===== config.mk =====
export PLATFORM = sky130hd
export DESIGN_NAME = cht_ctrl
export DESIGN_NICKNAME = d
export VERILOG_FILES = /design/src/rtl/cht_pkg.sv /design/src/rtl/cht_ctrl.sv
export SDC_FILE = /design/constraint.sdc
export NUM_CORES = 1
export LEC_CHECK = 0
export BUFFER_PORTS_ARGS = -buffer_cell sky130_fd_sc_hd__buf_2
export CAP_MARGIN = 0
export CORE_AREA = 2 2 48 50
export DETAILED_ROUTE_END_ITERATION = 8
export DIE_AREA = 0 0 50 52
export GPL_TIMING_DRIVEN = 0
export PLACE_DENSITY_LB_ADDON = 0.2
export SETUP_SLACK_MARGIN = 0.5
export SLEW_MARGIN = 30
export SYNTH_ARGS = -nofsm -noshare
export SYNTH_HDL_FRONTEND = slang
export SYNTH_SLANG_ARGS = --single-unit
export TNS_END_PERCENT = 50

===== constraint.sdc =====
create_clock -name clk -period 2.8 [get_ports clk]
set_input_delay 0.56 -clock clk [delete_from_list [all_inputs] [get_ports clk]]
set_output_delay 0.56 -clock clk [all_outputs]
set_load 0.005 [all_outputs]

===== src/rtl/cht_pkg.sv =====
// Package of constants, codes and control types for the hash table unit
package cht_pkg;

  localparam int NUM_BUCKETS = 64;
  localparam int POOL_NODES  = 256;
  localparam int BKT_W   = $clog2(NUM_BUCKETS);
  localparam int NODE_W  = $clog2(POOL_NODES);
  localparam int LINK_W  = NODE_W + 1;
  localparam int KEY_W   = 31;
  localparam int VAL_W   = 64;
  localparam int CFG_W   = 7;
  localparam int KCNT_W  = $clog2(KEY_W);
  localparam int IN_W    = 104;
  localparam int OUT_W   = 72;

  localparam logic [LINK_W-1:0] NULL_NODE = LINK_W'(POOL_NODES);
  localparam logic [CFG_W-1:0]  BKT_RESET = CFG_W'(NUM_BUCKETS);

  typedef enum logic [1:0] {
    ACT_INSERT = 2'd0,
    ACT_DELETE = 2'd1,
    ACT_FIND   = 2'd2,
    ACT_NONE   = 2'd3
  } action_t;

  typedef enum logic [1:0] {
    ST_OK       = 2'd0,
    ST_NOTFOUND = 2'd1,
    ST_FULL     = 2'd2
  } status_t;

  typedef enum logic [9:0] {
    S_IDLE  = 10'b0000000001,
    S_MOD   = 10'b0000000010,
    S_HEAD  = 10'b0000000100,
    S_HWAIT = 10'b0000001000,
    S_NODE  = 10'b0000010000,
    S_NWAIT = 10'b0000100000,
    S_INSN  = 10'b0001000000,
    S_INSL  = 10'b0010000000,
    S_DEL   = 10'b0100000000,
    S_DONE  = 10'b1000000000
  } state_t;

  typedef struct packed {
    logic    load;
    logic    mod_step;
    logic    head_rd;
    logic    head_cap;
    logic    node_rd;
    logic    node_adv;
    logic    ins_wr_node;
    logic    ins_wr_link;
    logic    del_wr;
    logic    res_load;
    status_t res_code;
    logic    res_hit;
    logic    out_load;
  } cmd_t;

  typedef struct packed {
    action_t act;
    logic    pool_empty;
    logic    mod_last;
    logic    at_end;
    logic    key_gt;
    logic    key_eq;
    logic    out_busy;
  } stat_t;

endpackage


===== src/rtl/cht_ctrl.sv =====
// Controller state machine sequencing one table operation at a time
module cht_ctrl import cht_pkg::*; (
  input  logic  clk,
  input  logic  rst,
  input  logic  s_tvalid,
  output logic  s_tready,
  input  stat_t st,
  output cmd_t  cmd
);

  state_t state, state_next;

  assign s_tready = (state == S_IDLE);

  always_ff @(posedge clk) begin
    if (rst) begin
      state <= S_IDLE;
    end else begin
      state <= state_next;
    end
  end

  always_comb begin
    state_next   = state;
    cmd          = '0;
    cmd.res_code = ST_OK;
    case (state)
      S_IDLE: begin
        if (s_tvalid) begin
          cmd.load   = 1'b1;
          state_next = S_MOD;
        end
      end
      S_MOD: begin
        cmd.mod_step = 1'b1;
        if (st.mod_last) begin
          if (st.act == ACT_NONE) begin
            cmd.res_load = 1'b1;
            cmd.res_code = ST_NOTFOUND;
            state_next   = S_DONE;
          end else if (st.act == ACT_INSERT && st.pool_empty) begin
            cmd.res_load = 1'b1;
            cmd.res_code = ST_FULL;
            state_next   = S_DONE;
          end else begin
            state_next = S_HEAD;
          end
        end
      end
      S_HEAD: begin
        cmd.head_rd = 1'b1;
        state_next  = S_HWAIT;
      end
      S_HWAIT: begin
        cmd.head_cap = 1'b1;
        state_next   = S_NODE;
      end
      S_NODE: begin
        if (st.at_end) begin
          if (st.act == ACT_INSERT) begin
            state_next = S_INSN;
          end else begin
            cmd.res_load = 1'b1;
            cmd.res_code = ST_NOTFOUND;
            state_next   = S_DONE;
          end
        end else begin
          cmd.node_rd = 1'b1;
          state_next  = S_NWAIT;
        end
      end
      S_NWAIT: begin
        if (st.act == ACT_INSERT) begin
          if (st.key_gt) begin
            cmd.node_adv = 1'b1;
            state_next   = S_NODE;
          end else begin
            state_next = S_INSN;
          end
        end else if (st.key_eq) begin
          if (st.act == ACT_DELETE) begin
            state_next = S_DEL;
          end else begin
            cmd.res_load = 1'b1;
            cmd.res_hit  = 1'b1;
            state_next   = S_DONE;
          end
        end else if (st.key_gt) begin
          cmd.node_adv = 1'b1;
          state_next   = S_NODE;
        end else begin
          cmd.res_load = 1'b1;
          cmd.res_code = ST_NOTFOUND;
          state_next   = S_DONE;
        end
      end
      S_INSN: begin
        cmd.ins_wr_node = 1'b1;
        state_next      = S_INSL;
      end
      S_INSL: begin
        cmd.ins_wr_link = 1'b1;
        cmd.res_load    = 1'b1;
        state_next      = S_DONE;
      end
      S_DEL: begin
        cmd.del_wr   = 1'b1;
        cmd.res_load = 1'b1;
        state_next   = S_DONE;
      end
      S_DONE: begin
        if (!st.out_busy) begin
          cmd.out_load = 1'b1;
          state_next   = S_IDLE;
        end
      end
      default: begin
        state_next = S_IDLE;
      end
    endcase
  end

endmodule


==> results of run 1 <==
-- cells in the final DEF (no fill, tap or decap), drive strengths merged, types with 2 or more instances in the layout --
master,instances
and3,2
nor4,6
a21oi,3
nor3b,2
or2,3
nand2,4
nand3b,2
inv,6
o21ai,4
and2b,2
clkbuf,6
nor2,8
nor4b,3
buf,39
and2,2
nor3,3
or4,4
dfxtp,10
or3,3
nand3,2
-- Yosys cell counts, types with 2 or more instances --
cell and n:
nor4b_1 2, nor2_1 8, inv_1 6, and2b_1 2
clkbuf_1 3, nor3b_2 2, o21ai_0 3, and2_1 2
nand2_1 4, nor4_1 5, or4_1 4, and3_1 2
a21oi_1 3, dfxtp_1 10, buf_2 2, nor3_1 3
or3_1 2, or2_2 2, nand3_1 2, nand3b_1 2
-- report_power, final --
part	leakage (nW)	internal [mW]	switching [mW]	total, mW
Combinational	0.395	0.0403	0.0419	0.0823
Clock	0.0138	0.0497	0.0519	0.102
Sequential	0.0847	0.144	0.00478	0.148
Total	0.494	0.234	0.0986	0.332
-- routing by layer --
metal  wire length (um)  up-vias
li1                   -      432
met1                990      387
met2                958       24
met3                 95        7
met4                 60        0
met5                  0        -
-- critical path, delay by kind of cell, from the launching register on --
kind | cells | cell delay, ns
and+or+nand+nor | 3 | 1.14
buffers and inverters | 2 | 0.30
DFF | 1 | 0.32
-- worst paths after layout --
kind,startpoint,to,slack (ns),cells past startpoint
setup / recovery,state[3]$_SDFFE_PP0P_,cmd[5],0.21,5
hold / removal,st[6],state[6]$_SDFFE_PP0P_,0.56,2
setup reg to reg,state[9]$_SDFFE_PP0P_,state[2]$_SDFFE_PP0P_,0.87,7
hold reg to reg,state[5]$_SDFFE_PP0P_,state[7]$_SDFFE_PP0P_,0.61,2
-- timing repair --
action	CTS	global route
pin swaps	8	2
gates cloned	0	0
resized for setup	17	5
hold endpoints to repair	0	0
setup endpoints to repair	14	15
buffers inserted	10	3
-- cells by family (layout without fill, tap and decap cells) --
| logic type | count (synthesis) | after routing | synth area share [%] |
|---|---|---|---|
| AO/OA/AOI/OAI | 17 | 17 | 15.7 |
| XOR/XNOR | 1 | 1 | 1.16 |
| adder cells (fa/ha/maj) | 1 | 1 | 1.32 |
| buffers and inverters | 11 | 51 | 5.78 |
| flip-flops | 10 | 10 | 26.4 |
| AND/OR/NAND/NOR | 53 | 53 | 49.6 |
-- final cells by class --
type / count / area (um^2) / share of cell area, %
clock buffer: 3 / 22.5 / 2.03
timing repair buffer: 37 / 228 / 20.6
tap: 28 / 35.0 / 3.16
sequential: 10 / 213 / 19.2
multi-input combinational: 72 / 549 / 49.6
buffer: 5 / 37.5 / 3.39
inverter: 6 / 22.5 / 2.03
==> qor.yml, run 1 <==
critical_path:
  critPathCaptureType: "output port"
  start_kind: "flop"
  crit_arrival_ns: 2.03
  cp_max_fo: 6
  critPathSlowestCell: "or4_4"
  critPathKind: "flop to output port"
  crit_required_ns: 2.24
  path_cells: "or4_4 > buf_6 > or3_4 > nor4b_2 > buf_2"
  max_stage_delay_ns: 0.52
power:
  peakVddDrop_mv: 0.168
  p_leak_nw: 0.494
  power_density_mw_per_mm2: 300
  power.total_uw: 332
global_routing:
  grt_remaining_overflow: 0
  grt_util_met2_pct: 27.2
  top_usage_layer: "met2"
  grt_antenna_before_repair: 0
  grt_use_total_pct: 17.2
  use_met3_pct: 2.59
  grt_use_met1_pct: 21.9
  grt_pass1_wl_um: 3370
  grt_pass1_vias: 747
  grt_max_degree: 11
logic_synthesis:
  async_flop_share_pct: 0
  synth-seq-cells: 10
  avgSynthCellArea_um2: 8.14
  synth_edf_count: 0
  syn-num-nets: 104
  ys_seq_area_share_pct: 26.4
  synth_top_area_share_pct: 26.4
  yosysWarningCount: 0
  synth_area_um2: 757
  ys.flop_type: "dfxtp_1"
  synth_top_area_cell: "dfxtp_1"
  synth_cell_types: 44
  synthTopCellsByArea: "dfxtp_1, nor4_1, nor2_1"
  synthCells: 93
final_layout:
  top_register: "state"
  fin_cells: 161
  areaGrowthSynthToFinish_pct: 46.3
  finish.utilization_pct: 52.6
  postLayoutCellArea_mm2: 0.00111
  antenna_cells: 0
  largest_reg_flops: 10
  nNetsFinal: 146
  drive_gt1_share_pct: 48.1
  nFillCells: 206
  reg_top3: "state (10)"
die:
  num_rows: 17
  core_area_mm2: 0.00211
  die_width_um: 50
  die_h_um: 52
  ios: 26
  initial_core_util_pct: 35.9
  die_area_mm2: 0.00260
clocking:
  clk_latency_ns: 0.27
  cts_tree: "built"
  root_buffer: "clkbuf_4"
  clock-sinks: 10
  cts_hold_buf: 0
  clockBufferDepth: 2
  clkTransAtPathRegs_ns: 0.07
  cts_made_buffers: 3
  cts-htree-levels: 1
min_path:
  hp-class: "input pin to flop"
sta:
  rsz0062_at_grt: "yes"
  hold_viol: 0
  period_needed_ns: 2.59
  relSlewSlack_pct: 73.3
  setup_slack_ns: 0.210
  finalSetupViolations: 0
  drv_slew: 0
  fin_crit_sh_pct: 92.5
  tightestPinTransition_ns: 0.397
  max_freq_mhz: 386
  fin_setup_tns_ns: 0
  holdWs_ns: 0.559
  finalClockSkew_ns: 0.00981
flow_run:
  drv_cap: 0
place:
  portBuffers: 24
  dp_hpwl_um: 1470
  place_ws_ns: 0.422
  placed_area_um2: 912
  gp_congestion: 0.845
  dp.cells: 145
route:
  drc: 0
  drtIter0Drc: 16
  wl_um: 2100
  vias: 850
  drtAntennaViolNets: 0
  vias_per_cell: 5.28
  wl_per_cell_um: 13.1
  first_pass_iters: 4
status:
  status: "finished clean"
(Power assumes the default switching activity.)
==> inputs of run 2 (changes only) <==
clock period = 2.3 ns   (was 2.8 ns; I/O delays follow)
==> run 2 against run 1 <==
Net effect: the flow now finishes with violations (negative setup slack); clock-buffer cell count stayed put; highest routed layer unchanged; register-to-register slack worse by 0.52 ns; setup slack lost 0.38 ns; sequential power grew 23%; power rose by 25%; via count increased by 4.9%; hold slack got worse by 0.094 ns.
==> qor.yml, run 2 (synthesized netlist as in run 1, its figures left out) <==
status:
  status: "finished with violations"
  violations: "negative setup slack"
final_layout:
  nNetsFinal: 145  # -0.68%
  drive_gt1_share_pct: 56.8  # +8.7 points
  top_register: "state"
  antenna_cells: 0  # unchanged
  area.sequential_um2: 215  # +1.2%
  multi_input_area_um2: 628  # +14%
  largest_reg_flops: 10  # unchanged
  final_cell_mix: "buf_2, buf_4, nor2_1"
  finish.utilization_pct: 56.4  # +3.9 points
  final_common_cell: "buf_2"
  nFillCells: 193  # -6.3%
  areaGrowthSynthToFinish_pct: 57.0
  reg_top3: "state (10)"
die:
  die_width_um: 50  # unchanged
  core_area_mm2: 0.00211  # unchanged
  die_area_mm2: 0.00260  # unchanged
  num_rows: 17  # unchanged
  die_h_um: 52  # unchanged
  ios: 26  # unchanged
  initial_core_util_pct: 35.9  # unchanged
sta:
  hold_viol: 0  # unchanged
  tightestPinTransition_ns: 0.471  # +0.0740 ns
  max_freq_mhz: 404
  period_needed_ns: 2.47
  drv_slew: 0  # unchanged
  fin_crit_sh_pct: 108
  rsz0062_at_grt: "yes"
  setup_slack_ns: -0.173  # -0.384 ns
  finalSetupViolations: 8  # +8
  finalClockSkew_ns: 0.00487  # -0.00494 ns
  relSlewSlack_pct: 68.2  # -5.1 points
clocking:
  clockBufferDepth: 2  # unchanged
  cts_tree: "built"
  clkTransAtPathRegs_ns: 0.07  # about the same
  cts-htree-levels: 1  # unchanged
  clock-sinks: 10  # unchanged
  cts_made_buffers: 3  # unchanged
  clk_latency_ns: 0.26  # about the same
  root_buffer: "clkbuf_4"
critical_path:
  critPathCaptureType: "output port"
  reg2reg_setup_slack_ns: 0.35  # -0.52 ns
  reg2reg_to: "state[0]$_SDFFE_PP1P_"
  critPathSlowestCell: "or4_4"
  path_cells: "or4_4 > buf_6 > or3_4 > o21bai_4 > nand3_1 > buf_2"
  crit_required_ns: 1.84  # -0.40 ns
  start_kind: "flop"
  r2r_cells: 6  # -1
  critPathKind: "flop to output port"
  crit_arrival_ns: 2.01  # -0.02 ns
  max_stage_delay_ns: 0.51  # about the same
  cp_max_fo: 5  # -1
  regToRegStartpoint: "state[5]$_SDFFE_PP0P_"
route:
  wl_per_cell_um: 13.8  # +5.8%
  vias: 892  # +4.9%
  drc: 0  # unchanged
  vias_per_cell: 5.58  # +5.6%
  wl_um: 2210  # +5.1%
  first_pass_iters: 4  # unchanged
  drtIter0Drc: 17  # +1
  drtAntennaViolNets: 0  # unchanged
power:
  p_sw_uw: 125  # +27%
  p_sw_share_pct: 30.0  # +0.35 points
  p_leak_nw: 0.494  # about the same
  power.total_uw: 417  # +25%
  combPwrFrac_pct: 27.8  # +3.0 points
  peakVddDrop_mv: 0.210  # +25%
  internal-power_uw: 292  # +25%
  seq_power_share_pct: 43.7  # -1.0 points
  power_density_mw_per_mm2: 351  # +17%
  power_frac_clock_pct: 28.5  # -2.1 points
global_routing:
  grt_use_total_pct: 18.2  # +1.0 points
  grt_max_degree: 11  # unchanged
  grt_antenna_before_repair: 0  # unchanged
  grt_remaining_overflow: 0  # unchanged
  grt_pass1_wl_um: 3510  # +4.1%
  grt_pass1_vias: 769  # +2.9%
place:
  place_ws_ns: 0.0496  # -0.372 ns
  gp_congestion: 0.817  # -3.4%
  dp_hpwl_um: 1470  # +0.30%
  portBuffers: 24  # unchanged
flow_run:
  drv_cap: 0  # unchanged
min_path:
  hp-class: "input pin to flop"
  hold_end: "state[2]$_SDFFE_PP0P_"
  hp-start: "st[4]"
  hold_depth: 3  # +1
run 2: cell count changes in the layout (fill, tap and decap cells not counted), sizes merged:
cell  delta
buf      -1
run 2: timing repair:
| item | in CTS | in global routing |
|---|---|---|
| pin swaps | 9 | 10 |
| hold buffers | 0 | 0 |
| setup buffers | 7 | 5 |
| endpoints found under the setup margin | 18 | 20 |
| resized for setup | 23 | 15 |
run 2: area by class of cell:
class                   instances  share of cell area [%]
multi-input cells              72                    52.8
clock buffers                   3                    1.89
plain buffers                   5                    2.95
inverters                       6                    1.89
flip-flops and latches         10                    18.1
well taps                      28                    2.95
repair buffers                 36                    19.4
run 2: stage by stage:
step	setup TNS (ns)	std cells	hold slack [ns]	cell area [um^2]
final	-0.803	160	0.464	1190
after global placement	0	145	0.605	927
after global routing	-1.45	160	0.469	1190
after CTS	-1.01	155	0.470	1090
after floorplan	0	93	0.532	772
after detailed placement	0	145	0.607	927
run 2: worst max-delay path: cells and delay by family (launching register included):
family                 cells  cell delay [ns]
AND/OR/NAND/NOR            3             0.96
buffers and inverters      2             0.26
flip-flops                 1             0.35
AO/OA/AOI/OAI              1             0.19
run 2: power by group through the flow:
stage,sequential [mW],combinational (mW),clock [mW]
2_1_floorplan,0.185,0.0553,0
3_3_place_gp,0.186,0.0830,0
3_5_place_dp,0.187,0.0834,0
4_1_cts,0.183,0.105,0.123
5_1_grt,0.183,0.125,0.133
6_report,0.182,0.116,0.119
run 2: metal layers:
metal  share of wire, %  wire (um)  up-vias  global-route usage (%)
met4                1.8         40        0                    9.72
met3                4.5         99        6                    3.16
met2                 50       1110       29                    29.4
li1                   -          -      432                       -
met1                 44        966      425                    22.9
met5                  0          0        -                       0
run 2: worst max path at each step:
stage                                from     end  slack, ns
detailed placement  state[3]$_SDFFE_PP0P_  cmd[5]       0.05
finish              state[5]$_SDFFE_PP0P_  cmd[4]      -0.17
CTS                 state[3]$_SDFFE_PP0P_  cmd[5]      -0.20
global route        state[5]$_SDFFE_PP0P_  cmd[4]      -0.23
floorplan           state[3]$_SDFFE_PP0P_  cmd[5]       0.23
global placement    state[3]$_SDFFE_PP0P_  cmd[5]       0.06
